[config.mk]
export PLATFORM = sky130hd
export DESIGN_NAME = scheduled_hysteresis_thermostat
export DESIGN_NICKNAME = d
export VERILOG_FILES = /design/src/hdl/sht_pkg.sv /design/src/hdl/sht_ram.sv /design/src/hdl/sht_seq.sv /design/src/hdl/scheduled_hysteresis_thermostat.sv
export SDC_FILE = /design/constraint.sdc
export NUM_CORES = 1
export LEC_CHECK = 0
export BUFFER_PORTS_ARGS = -buffer_cell sky130_fd_sc_hd__clkbuf_2
export CORE_MARGIN = 8
export CORE_UTILIZATION = 50
export DETAILED_ROUTE_END_ITERATION = 16
export PLACE_DENSITY = 0.64
export SYNTH_ARGS = -nofsm -noshare
export SYNTH_HDL_FRONTEND = slang
export SYNTH_SLANG_ARGS = --single-unit
[constraint.sdc]
create_clock -name clock -period 4.68 [get_ports clock]
set_input_delay 0.702 -clock clock [delete_from_list [all_inputs] [get_ports clock]]
set_output_delay 0.702 -clock clock [all_outputs]
set_load 0.01 [all_outputs]
[src/hdl/sht_pkg.sv]
// Shared types, constants and the microcode program of the scheduled thermostat.
package sht_pkg;

   localparam int DEF_DAYS   = 7;
   localparam int DEF_SLOTS  = 6;
   localparam int TEMP_W     = 12;
   localparam int TCODE_W    = 12;
   localparam int TIME_SCALE = 100;
   localparam logic [TCODE_W-1:0] TIME_END = TCODE_W'(2359);

   // Configuration register indexes.
   localparam logic [2:0] CSR_ENABLE  = 3'd0;
   localparam logic [2:0] CSR_MODE    = 3'd1;
   localparam logic [2:0] CSR_MANUAL  = 3'd2;
   localparam logic [2:0] CSR_IDLE    = 3'd3;
   localparam logic [2:0] CSR_HYST    = 3'd4;

   // Operating modes.
   localparam logic [2:0] MODE_NONE   = 3'd0;
   localparam logic [2:0] MODE_AUTO   = 3'd1;
   localparam logic [2:0] MODE_MANUAL = 3'd2;
   localparam logic [2:0] MODE_OFF    = 3'd3;
   localparam logic [2:0] MODE_IDLE   = 3'd4;

   localparam logic signed [TEMP_W-1:0] MANUAL_RESET = TEMP_W'(200);
   localparam logic signed [TEMP_W-1:0] IDLE_RESET   = TEMP_W'(50);
   localparam logic [6:0]               HYST_RESET   = 7'd5;

   typedef struct packed {
      logic                     cmd;
      logic [2:0]               day;
      logic [2:0]               slot;
      logic [4:0]               hour;
      logic [5:0]               minute;
      logic signed [TEMP_W-1:0] temperature;
   } sht_req_type;

   typedef struct packed {
      logic                     relay_on;
      logic [2:0]               active_slot;
      logic signed [TEMP_W-1:0] active_target;
      logic                     matched;
   } sht_rsp_type;

   typedef struct packed {
      logic [TCODE_W-1:0]       start_code;
      logic signed [TEMP_W-1:0] target;
   } entry_type;

   typedef logic [2:0] step_type;

   localparam step_type STEP_IDLE     = 3'd0;
   localparam step_type STEP_DISPATCH = 3'd1;
   localparam step_type STEP_LOOP     = 3'd2;
   localparam step_type STEP_DRAIN    = 3'd3;
   localparam step_type STEP_LAST     = 3'd4;
   localparam step_type STEP_FINISH   = 3'd5;

   typedef enum logic [2:0] {
      COND_NEVER  = 3'd0,
      COND_ALWAYS = 3'd1,
      COND_WAIT   = 3'd2,
      COND_SKIP   = 3'd3,
      COND_MORE   = 3'd4
   } cond_type;

   typedef struct packed {
      logic     rd;
      logic     k_init;
      logic     k_inc;
      logic     shift;
      logic     eval_pair;
      logic     eval_last;
      logic     wr;
      logic     respond;
      cond_type cond;
      step_type target;
   } ctl_type;

   typedef struct packed {
      logic start;
      logic skip;
      logic more;
   } flags_type;

   // Control store: one word per step.
   function automatic ctl_type sht_ucode(input step_type step);
      ctl_type w;
      w = '0;
      w.cond   = COND_NEVER;
      w.target = STEP_IDLE;
      case (step)
         STEP_IDLE: begin
            w.cond   = COND_WAIT;
            w.target = STEP_IDLE;
         end
         STEP_DISPATCH: begin
            w.rd     = 1'b1;
            w.k_init = 1'b1;
            w.cond   = COND_SKIP;
            w.target = STEP_FINISH;
         end
         STEP_LOOP: begin
            w.rd        = 1'b1;
            w.k_inc     = 1'b1;
            w.shift     = 1'b1;
            w.eval_pair = 1'b1;
            w.cond      = COND_MORE;
            w.target    = STEP_LOOP;
         end
         STEP_DRAIN: begin
            w.shift     = 1'b1;
            w.eval_pair = 1'b1;
         end
         STEP_LAST: begin
            w.eval_last = 1'b1;
            w.respond   = 1'b1;
            w.cond      = COND_ALWAYS;
            w.target    = STEP_IDLE;
         end
         STEP_FINISH: begin
            w.wr      = 1'b1;
            w.respond = 1'b1;
            w.cond    = COND_ALWAYS;
            w.target  = STEP_IDLE;
         end
         default: begin
            w.cond   = COND_ALWAYS;
            w.target = STEP_IDLE;
         end
      endcase
      return w;
   endfunction

endpackage

[src/hdl/sht_ram.sv]
// Generic single-write, single-read RAM with registered read data.
module sht_ram #(
   parameter int WIDTH = 24,
   parameter int DEPTH = 42
) (
   input  logic                     clock,
   input  logic                     we,
   input  logic [$clog2(DEPTH)-1:0] waddr,
   input  logic [WIDTH-1:0]         wdata,
   input  logic                     re,
   input  logic [$clog2(DEPTH)-1:0] raddr,
   output logic [WIDTH-1:0]         rdata
);

   logic [WIDTH-1:0] mem_ff [DEPTH];
   logic [WIDTH-1:0] rdata_ff;

   always_ff @(posedge clock) begin
      if (we) begin
         mem_ff[waddr] <= wdata;
      end
      if (re) begin
         rdata_ff <= mem_ff[raddr];
      end
   end

   assign rdata = rdata_ff;

endmodule

[src/hdl/sht_seq.sv]
// Microcode sequencer: step counter, control store lookup and conditional jumps.
module sht_seq
   import sht_pkg::*;
(
   input  logic      clock,
   input  logic      reset,
   input  flags_type flags,
   output ctl_type   ctl,
   output logic      busy
);

   step_type upc_ff;
   step_type upc_in;
   logic     taken;

   assign ctl  = sht_ucode(upc_ff);
   assign busy = (upc_ff != STEP_IDLE);

   always_comb begin
      case (ctl.cond)
         COND_NEVER:  taken = 1'b0;
         COND_ALWAYS: taken = 1'b1;
         COND_WAIT:   taken = ~flags.start;
         COND_SKIP:   taken = flags.skip;
         COND_MORE:   taken = flags.more;
         default:     taken = 1'b1;
      endcase
      upc_in = taken ? ctl.target : step_type'(upc_ff + 3'd1);
   end

   always_ff @(posedge clock) begin
      if (reset) begin
         upc_ff <= STEP_IDLE;
      end else begin
         upc_ff <= upc_in;
      end
   end

endmodule

[src/hdl/scheduled_hysteresis_thermostat.sv]
// Top level of the weekly scheduled thermostat with hysteresis relay control.
//
// Usage: an item is transferred on req_item at a clock edge where start is high
// and busy is low. A write item (cmd set) stores a slot start time and target
// in the schedule; a sample item walks the day's slots and drives the relay.
// Every item yields exactly one result on rsp_item, marked by rsp_valid for a
// single cycle; the receiver cannot stall, so it must take it in that cycle.
// The csr_ port writes configuration registers with no wait; write only while
// busy is low and no result is pending.
// Sequence: a sample's result is on rsp_item once the dispatch, loop, drain and
// last steps have run; a write's or a skipped sample's once the dispatch and finish
// steps have run. A new item is taken at the edge that ends the result cycle, so
// an item is not taken before the last one is through. The microcode loop reads
// one schedule entry per cycle from the schedule memory's single read port.
// Reset: schedule entries read as zero (a valid bit per entry), the relay is
// off, the active slot and target are zero and registers take their defaults.
module scheduled_hysteresis_thermostat
   import sht_pkg::*;
#(
   parameter int DAYS  = DEF_DAYS,
   parameter int SLOTS = DEF_SLOTS
) (
   input  logic        clock,
   input  logic        reset,
   input  logic        start,
   output logic        busy,
   input  sht_req_type req_item,
   output logic        rsp_valid,
   output sht_rsp_type rsp_item,
   input  logic        csr_we,
   input  logic [2:0]  csr_index,
   input  logic [11:0] csr_wdata
);

   localparam int DEPTH = DAYS * SLOTS;
   localparam int AW    = $clog2(DEPTH);
   localparam int SW    = $clog2(SLOTS);

   // Configuration registers.
   logic                     enable_ff;
   logic [2:0]               mode_ff;
   logic signed [TEMP_W-1:0] manual_ff;
   logic signed [TEMP_W-1:0] idle_ff;
   logic [6:0]               hyst_ff;

   // Latched item.
   logic                     cmd_ff;
   logic [2:0]               day_ff;
   logic [2:0]               slot_ff;
   logic [TCODE_W-1:0]       now_ff;
   logic signed [TEMP_W-1:0] meas_ff;

   // Slot walk.
   logic [SW-1:0]            k_ff;
   logic [SW-1:0]            di_ff;
   entry_type                prev_ff;
   logic                     rd_valid_ff;
   logic [DEPTH-1:0]         valid_ff;

   // Thermostat state and result strobe.
   logic                     relay_ff, relay_in;
   logic [2:0]               last_slot_ff, last_slot_in;
   logic signed [TEMP_W-1:0] last_target_ff, last_target_in;
   logic                     hit_ff, hit_in;
   logic                     rsp_valid_ff;

   ctl_type                  ctl;
   flags_type                flags;
   logic                     accept;
   logic                     day_ok;
   logic                     wr_en;
   logic                     rd_en;
   logic [SW-1:0]            rd_slot;
   logic [AW-1:0]            waddr;
   logic [AW-1:0]            raddr;
   entry_type                wdata;
   entry_type                rdata;
   entry_type                cur;
   logic                     eval;
   logic                     match;
   logic [TCODE_W-1:0]       from_code;
   logic [TCODE_W-1:0]       to_code;
   logic signed [13:0]       meas_ext;
   logic signed [13:0]       hyst_ext;
   logic signed [13:0]       tgt_ext;
   logic signed [13:0]       upper;
   logic signed [13:0]       lower;
   logic signed [TEMP_W-1:0] tgt;
   logic [TCODE_W-1:0]       now_code;

   sht_seq u_seq (
      .clock (clock),
      .reset (reset),
      .flags (flags),
      .ctl   (ctl),
      .busy  (busy)
   );

   sht_ram #(
      .WIDTH ($bits(entry_type)),
      .DEPTH (DEPTH)
   ) u_schedule (
      .clock (clock),
      .we    (wr_en),
      .waddr (waddr),
      .wdata (wdata),
      .re    (rd_en),
      .raddr (raddr),
      .rdata (rdata)
   );

   assign accept   = start & ~busy;
   assign day_ok   = int'(day_ff) < DAYS;
   assign now_code = TCODE_W'(int'(req_item.hour) * TIME_SCALE + int'(req_item.minute));

   assign flags.start = start;
   assign flags.skip  = cmd_ff | ~enable_ff | ~day_ok;
   assign flags.more  = (k_ff != SW'(SLOTS - 1));

   // Schedule access. Writes out of range are dropped.
   assign wr_en   = ctl.wr & cmd_ff & day_ok & (int'(slot_ff) < SLOTS);
   assign waddr   = AW'(int'(day_ff) * SLOTS + int'(slot_ff));
   assign wdata   = '{start_code: now_ff, target: meas_ff};
   assign rd_slot = ctl.k_init ? '0 : k_ff;
   assign rd_en   = ctl.rd & ~flags.skip;
   assign raddr   = AW'(int'(day_ff) * SLOTS + int'(rd_slot));
   assign cur     = rd_valid_ff ? rdata : '0;

   // Slot window: the pair steps check slot di-1 against the entry just read,
   // the last step checks the final slot against the end of the day.
   assign eval      = ctl.eval_last | (ctl.eval_pair & (di_ff != '0));
   assign from_code = (ctl.eval_pair && di_ff == SW'(1)) ? '0 : prev_ff.start_code;
   assign to_code   = ctl.eval_last ? TIME_END : cur.start_code;
   assign match     = eval & (from_code <= now_ff) & (now_ff <= to_code);

   always_comb begin
      case (mode_ff)
         MODE_AUTO:   tgt = prev_ff.target;
         MODE_MANUAL: tgt = manual_ff;
         default:     tgt = idle_ff;
      endcase
   end

   assign meas_ext = {{2{meas_ff[TEMP_W-1]}}, meas_ff};
   assign hyst_ext = {7'd0, hyst_ff};
   assign tgt_ext  = {{2{tgt[TEMP_W-1]}}, tgt};
   assign upper    = meas_ext + hyst_ext;
   assign lower    = meas_ext - hyst_ext;

   always_comb begin
      relay_in       = relay_ff;
      last_slot_in   = last_slot_ff;
      last_target_in = last_target_ff;
      hit_in         = hit_ff;
      if (accept) begin
         hit_in = 1'b0;
      end else if (match) begin
         hit_in         = 1'b1;
         last_target_in = prev_ff.target;
         last_slot_in   = ctl.eval_last ? 3'(SLOTS) : 3'(di_ff);
         if (mode_ff == MODE_OFF) begin
            relay_in = 1'b0;
         end else if (mode_ff inside {MODE_AUTO, MODE_MANUAL, MODE_IDLE}) begin
            // The turn-off test comes before the turn-on test and wins on a tie.
            if (lower >= tgt_ext) begin
               relay_in = 1'b0;
            end else if (upper <= tgt_ext) begin
               relay_in = 1'b1;
            end
         end
      end
   end

   always_ff @(posedge clock) begin
      if (reset) begin
         enable_ff      <= 1'b0;
         mode_ff        <= MODE_NONE;
         manual_ff      <= MANUAL_RESET;
         idle_ff        <= IDLE_RESET;
         hyst_ff        <= HYST_RESET;
         valid_ff       <= '0;
         relay_ff       <= 1'b0;
         last_slot_ff   <= 3'd0;
         last_target_ff <= '0;
         hit_ff         <= 1'b0;
         rsp_valid_ff   <= 1'b0;
      end else begin
         if (csr_we) begin
            case (csr_index)
               CSR_ENABLE: enable_ff <= csr_wdata[0];
               CSR_MODE:   mode_ff   <= csr_wdata[2:0];
               CSR_MANUAL: manual_ff <= csr_wdata;
               CSR_IDLE:   idle_ff   <= csr_wdata;
               CSR_HYST:   hyst_ff   <= csr_wdata[6:0];
               default: ;
            endcase
         end
         if (wr_en) begin
            valid_ff[waddr] <= 1'b1;
         end
         relay_ff       <= relay_in;
         last_slot_ff   <= last_slot_in;
         last_target_ff <= last_target_in;
         hit_ff         <= hit_in;
         rsp_valid_ff   <= ctl.respond;
      end
   end

   always_ff @(posedge clock) begin
      if (accept) begin
         cmd_ff  <= req_item.cmd;
         day_ff  <= req_item.day;
         slot_ff <= req_item.slot;
         now_ff  <= now_code;
         meas_ff <= req_item.temperature;
      end
      if (ctl.k_init) begin
         k_ff <= SW'(1);
      end else if (ctl.k_inc) begin
         k_ff <= k_ff + SW'(1);
      end
      if (rd_en) begin
         di_ff       <= rd_slot;
         rd_valid_ff <= valid_ff[raddr];
      end
      if (ctl.shift) begin
         prev_ff <= cur;
      end
   end

   assign rsp_valid              = rsp_valid_ff;
   assign rsp_item.relay_on      = relay_ff;
   assign rsp_item.active_slot   = last_slot_ff;
   assign rsp_item.active_target = last_target_ff;
   assign rsp_item.matched       = hit_ff;

`ifndef SYNTHESIS
   // A result is only shown once the sequencer is back at its wait step.
   assert property (@(posedge clock) disable iff (reset) rsp_valid |-> !busy)
      else $error("result strobe while the sequencer is busy");

   // A transfer always starts the program.
   assert property (@(posedge clock) disable iff (reset) (start && !busy) |=> busy)
      else $error("accepted item did not start the sequencer");

   // In off mode a matched sample leaves the relay off.
   assert property (@(posedge clock) disable iff (reset)
      (rsp_valid && rsp_item.matched && mode_ff == MODE_OFF) |-> !rsp_item.relay_on)
      else $error("relay on after a match in off mode");

   // Write items never report a slot match.
   assert property (@(posedge clock) disable iff (reset)
      (rsp_valid && cmd_ff) |-> !rsp_item.matched)
      else $error("write item reported a match");
`endif

endmodule

**Word level (Yosys, flattened, before mapping)**

Memory sizes are Yosys's and may differ from the RTL's. A register that Yosys moved wholly into a read port is not among the register bits.
Index checks and enable logic that the tools add are counted.

- Output and inout bits: 19
- Bits in writable memories: 1008
- Bits of input ports: 49
- Word-level logic and storage cells: 124
- Memories: 1
- Flip-flop bits (word level): 160

- Multiplexer cells: 26
- Order comparisons: 9
- Bitwise gates (word level): 18
- $mul: 2
- Reduce and logical (&&, ||, !) cells: 21
- Equality and inequality tests: 18
- $add $sub $neg: 7

Memories:

| name | words | width | rd ports | clocked after memory_dff | write ports | line | source |
|---|---|---|---|---|---|---|---|
| u_schedule.mem_ff | 42 | 24 | 1 | 1 | 1 | sht_ram.sv:15 | `logic [WIDTH-1:0] mem_ff [DEPTH];` |

Operators by type and width:

| cell | count |
|---|---|
| $or 42x42->42 | 1 |
| $eq 3x2->1 const B | 8 |
| $le 12x12->1 | 2 |
| $mux 12 | 2 |
| $mux 24 | 1 |
| $pmux 12 s2 | 1 |
| $pmux 6 s4 | 1 |
| $eq 3x3->1 const B | 5 |
| $lt 6x7->1 const B | 2 |
| $mux 1 | 14 |
| $add 12x8->13 | 1 |
| $ge 13x12->1 | 1 |
| $le 13x12->1 | 1 |
| $sub 12x8->13 | 1 |
| $add 12x6->12 | 1 |
| $eq 3x1->1 const B | 4 |
| $reduce_and 2->1 | 6 |
| $reduce_bool 3->1 | 4 |
| $mul 5x5->10 const B | 1 |
| $logic_not 3->1 | 3 |
| $mux 3 | 3 |
| $and 1x1->1 | 8 |
| $reduce_or 2->1 | 4 |
| $add 3x1->3 const B | 2 |
| 15 further kinds | 24 |

**Logic depth before layout (Yosys ltp)**

- Depth in word-level cells: 9
- Depth in mapped cells: 19
- Mapped depth without buffers: 19

**Hierarchy**

A second synthesis with hierarchy kept.

- Cell total of the unflattened synthesis: 3059
- Area, all modules: 49580.1 um^2

Modules (own cells, without submodules):

| module | cells each | instances | area each (um^2) |
|---|---|---|---|
| sht_ram | 2056 | 1 | 40128.5 |
| scheduled_hysteresis_thermostat | 960 | 1 | 9108.7 |
| sht_seq | 43 | 1 | 342.8 |

**Least setup slack after synthesis**

Ideal clock, no wire load.

- Path type: register to register
- From: reg meas_ff[0]
- To: reg relay_ff
- Arrival: 3.835 ns
- Setup time: 0.063 ns
- Cell stages (with the launch flop): 19
- Path buffers: 0
- Period minus slack after synthesis: 3.898 ns
- Required time: 4.617 ns
- Slack: 0.782 ns
- Path through: edfxtp_1 > ha_1 > inv_1 > fa_1 > o21bai_1 > a21oi_1 > o21bai_1 > a21oi_1 > o21ai_0 > nand4_1 > xnor2_1 > ha_1 > a21o_1 > a21oi_1 > nand2_1 > or4_1 > o211ai_1 > nand4_1 > nand3_1

- Longest elaborated chain between the ends: 5
- Elaborated cells on any way between the ends: 9

RTL lines:

| item | line | source |
|---|---|---|
| start: declaration | scheduled_hysteresis_thermostat.sv:51 | `logic signed [TEMP_W-1:0] meas_ff;` |
| start signal: assignment | scheduled_hysteresis_thermostat.sv:215 | `meas_ff <= req_item.temperature;` |
| $sub 12x8->13 | scheduled_hysteresis_thermostat.sv:148 | `assign lower = meas_ext - hyst_ext;` |
| $ge 13x12->1 | scheduled_hysteresis_thermostat.sv:165 | `if (lower >= tgt_ext) begin` |
| $mux 1 | scheduled_hysteresis_thermostat.sv:165 |  |
| $mux 1 | scheduled_hysteresis_thermostat.sv:163 | `end else if (mode_ff inside {MODE_AUTO, MODE_MANUAL, MODE_IDLE}) begin` |
| $mux 1 | scheduled_hysteresis_thermostat.sv:161 | `if (mode_ff == MODE_OFF) begin` |
| end signal: assignment | scheduled_hysteresis_thermostat.sv:201 | `relay_ff <= relay_in;` |
| end: declaration | scheduled_hysteresis_thermostat.sv:61 | `logic relay_ff, relay_in;` |

Parallel ways exist; a longest one is shown, timed or not. The select of a mux whose other input is x is not followed.
A chain may end at the register's enable or synchronous reset.

**Worst setup path after layout**

- From: reg u_seq.upc_ff[0]
- To: reg last_target_ff[9]

- Longest elaborated chain between the ends: 9
- Elaborated cells on any way between the ends: 20

RTL lines:

| item | line | source |
|---|---|---|
| start: declaration | sht_seq.sv:12 | `step_type upc_ff;` |
| start signal: assignment | sht_seq.sv:35 | `upc_ff <= upc_in;` |
| $eq 3x2->1 | sht_pkg.sv:92 | `case (step)` |
| $reduce_or 2->1 (no line) | n/a |  |
| $mux 2 | sht_pkg.sv:92 |  |
| $logic_and 1x1->1 | scheduled_hysteresis_thermostat.sv:132 | `assign from_code = (ctl.eval_pair && di_ff == SW'(1)) ? '0 : prev_ff.start_code;` |
| $mux 12 | scheduled_hysteresis_thermostat.sv:132 |  |
| $le 12x12->1 | scheduled_hysteresis_thermostat.sv:134 | `assign match = eval & (from_code <= now_ff) & (now_ff <= to_code);` |
| $and 1x1->1 (2 in series) | scheduled_hysteresis_thermostat.sv:134 |  |
| $reduce_and 2->1 (no line) (*) | n/a |  |
| end signal: assignment | scheduled_hysteresis_thermostat.sv:203 | `last_target_ff <= last_target_in;` |
| end: declaration | scheduled_hysteresis_thermostat.sv:63 | `logic signed [TEMP_W-1:0] last_target_ff, last_target_in;` |

Every way passes the cells marked *; elsewhere a longest branch is shown, timed or not.

==> metrics.md <==
| Metric | Value |
|---|---|
| CP max FO | 20 |
| Post-CTS Hold Buffers | 0 |
| Post-place setup slack | 0.647 ns |
| Vias | around 25000 |
| Main combinational cell family by area after synthesis | multiplexers |
| Die X | between 300 and 400 µm |
| Sw frac | between 30% and 40% |
| Die area | between 100000 and 150000 µm² |
| Antenna viol nets, final | 0 |
| RSZ-0062 raised after global routing | no |
| Max Fclk | ~240 MHz |
| Buffers on Ports | 67 |
| Post-DP HPWL | about 72000 µm |
| CTS tree | built |
| Post-route clock skew | about 0.032 ns |
| Final period util | around nine tenths |
| CTS Buf Count | about 120 |
| Post-Syn Area | just under 50000 µm² |
| Number of global-route vias before repair | about 25000 |
| Worst-path clk slew | 0.06 ns |
| Post-synth EDFFs | between 1000 and 1500 |
| Initial Util | about half |
| Synth Flop Type | edfxtp_1 |
| Run status | complete, no violations |
| GRT Resource Usage Total | 22.3% |
| Commonest non-fill, non-tap cell in the layout | edfxtp_1 |
| Simple-Gate Fraction of Synth Area | under 10% |
| Setup repair bufs after CTS | 0 |
| Clock root buffer | clkbuf_16 |
| Worst-margin pin slew | 1.25 ns |
| Worst endpoint required time | 5.19 ns |
| P&R area growth vs syn | 12.9% |
| DRT Pass-1 Iters | 6 |
| Post-synth ARST share | 0% |
| First-pass GRT wire length | 175000 µm |
| Setup WS post-layout | roughly 0.53 ns |
| Xor/xnor share of the synthesized area | less than 1% |
| Pin count of the biggest net entering global routing | about 120 |
| YS warnings | 0 |
| Sequential share of power | roughly 39% |
| Final setup fails | 0 |
| Post-synthesis mux area share | between 10% and 20% |
| Share of cells above drive strength 1 | between 20% and 30% |
| Max-slew headroom | ~17% |
| Utilization after layout | between 50% and 60% |
| Post-Synthesis Cells | roughly 2600 |
| Cell Rows | 114 |
| Combinational Power Share | approximately a third |
| Violation count after the first detailed-route iteration | 2759 |
| Longest Clk Path Bufs | 3 |
| Switch Pwr | approximately 11000 µW |
| Cell Pwr Density | 615 nW/µm² |
| Initial antenna violation count | 1 |
| Routability cong. | 0.854 |
| # clock sinks | between 1000 and 1500 |
| Slew Limit Fails | 0 |
| Max-Cap Viols | 0 |
| Avg WL per Cell | between 20 and 30 µm |
| Boundary Pins | 68 |
| Kind of critical path | reg2reg |
| Critical Path AT | around 4.7 ns |
| Register bit total from synthesis | roughly 1200 |
| Setup TNS | 0 ns |
| DR vias/cell | a little over 6 |
| Congestion Overflow GR | 0 |
| DRC viols | 0 |
| Minimum clock period | approximately 4.2 ns |
| Final Hold Viols | 0 |
| Final nets | 2890 |
| Static Leak | ~0.018 µW |
| Int Power | 22700 µW |
| Sequential area share after synthesis | 72.2% |
| Syn nets | 2733 |
| Synth Area in Compound Gates | roughly 3.4% |
| Synth cell types | between 50 and 60 |
| CTS-repair resized insts | 0 |
| Adder-Cell Fraction of Synth Area | 2.81% |
| Worst-Skew Late Latency | about 0.7 ns |
| Core area | around 96000 µm² |
| Clk network pwr share | 27.1% |
| IR Drop Worst-Case VDD | between 0.3 and 0.4 mV |
| Die Ht | ~330 µm |
| Worst setup SP type | register |
| Worst hold path class | in2reg |
| Crit. End Element | register |
| WL final | around 120000 µm |
| Syn_area_per_cell | approximately 19 µm² |
| Most frequent cells in the layout | 1091 x edfxtp_1, 298 x mux4_2, 160 x nand2_1 |
| H-tree depth | 3 |
-- power by group through the flow --
| stage | clock [µW] | combinational, µW | sequential, µW |
|---|---|---|---|
| after floorplan | 0 | 7190 | 13400 |
| after global placement | 0 | 11300 | 13200 |
| after detailed placement | 0 | 11500 | 13200 |
| after CTS | 9190 | 11500 | 13000 |
| after global routing | 9610 | 12100 | 13000 |
| final | 9070 | 11400 | 13000 |
-- worst paths after layout --
check	startpoint	endpoint	slack, ns	cells past startpoint
worst max-delay path	u_seq.upc_ff[0]$_SDFF_PP0_	last_target_ff[9]$_SDFFE_PP0P_	0.53	16
worst min register to register	manual_ff[11]$_SDFFE_PP0P_	manual_ff[11]$_SDFFE_PP0P_	0.46	2
worst min-delay path	req_item[23]	slot_ff[0]$_DFFE_PP_	0.20	1
worst max register to register	u_seq.upc_ff[0]$_SDFF_PP0_	last_target_ff[9]$_SDFFE_PP0P_	0.53	16
-- critical path, cell delays in order, from the launching register on --
cell     delay, ns
dfxtp_1       0.33
inv_1         0.11
ha_1          0.18
nor2b_1       0.44
or2_2         0.22
nand3_1       0.48
and2_1        0.40
ha_1          0.31
a21oi_1       0.15
nand2_1       0.07
a21oi_1       0.15
a31oi_1       0.11
buf_4         0.17
nor4_2        0.20
buf_4         0.34
mux2i_1       0.24
nor2_1        0.06
-- sequential cells by signal (all words and copies together), names as in the netlist, 24 cells and up --
signal / count
u_schedule.mem_ff: 1008
valid_ff: 42
prev_ff: 24
u_schedule.rdata: 24
-- per-stage QoR --
step           instance area, µm²  instances  hold WS, ns  power, µW
5_1_grt                     54400       4100        0.171      34700
2_1_floorplan               48200       2580        0.431      20600
3_5_place_dp                50700       3896        0.453      24700
6_report                    54400       4102        0.200      33500
3_3_place_gp                50700       3896        0.442      24500
4_1_cts                     54400       4100        0.163      33700
-- cell type report --
cell class                      count  area [µm²]
Timing Repair Buffer              173        1310
Inverter                           62         249
Multi-Input combinational cell   1193       12800
Sequential cell                  1192       34800
Tap cell                         1276        1600
Antenna cell                        2        5.00
Clock inverter                     65         652
Fill cell                        7190       41700
Clock buffer                      139        3020
-- synthesized netlist by cell type, types with 3 or more instances --
library cell	number	area, µm²
a221o_1	24	240
and3_1	7	43.8
nand3_1	17	85.1
nand4_1	16	100
edfxtp_1	1091	32800
o21bai_1	3	22.5
o21a_1	4	30.0
buf_4	8	60.1
inv_1	61	229
dfxtp_1	101	2020
nand2_1	160	601
o22a_1	13	114
nand2b_1	11	68.8
xnor2_1	28	245
clkbuf_1	99	372
nor2_1	153	574
a211oi_1	30	225
and2_1	40	250
or3_1	4	25.0
a311oi_1	25	219
buf_2	16	80.1
ha_1	97	1210
xor2_1	14	123
o211ai_1	4	30.0
fa_1	7	140
a211o_1	4	35.0
o22ai_1	12	75.1
a21oi_1	91	455
nor3_1	10	50.1
nand3b_1	11	82.6
o21ai_0	13	65.1
nor4_1	4	25.0
nor2b_1	43	269
buf_6	8	90.1
mux4_2	298	6710
mux2i_1	20	200
a21o_1	6	45.0
-- routing by layer --
| metal | GRT usage (%) | routed length (µm) | up-vias |
|---|---|---|---|
| met2 | 36.2 | 57800 | 1073 |
| met5 | 0 | 0 | - |
| met3 | 3.92 | 9540 | 163 |
| met4 | 6.33 | 3240 | 0 |
| li1 | - | - | 10700 |
| met1 | 31.3 | 50000 | 13300 |
-- kinds of logic after synthesis --
kind of cell | count (synthesis)
AOI/OAI and AO/OA | 242
xor gates and xnor gates | 42
adders and majority gates | 104
buffers and inverters | 195
DFF | 1192
muxes | 318
and+or+nand+nor | 487
Note: power is estimated with default switching activity, not from simulation.
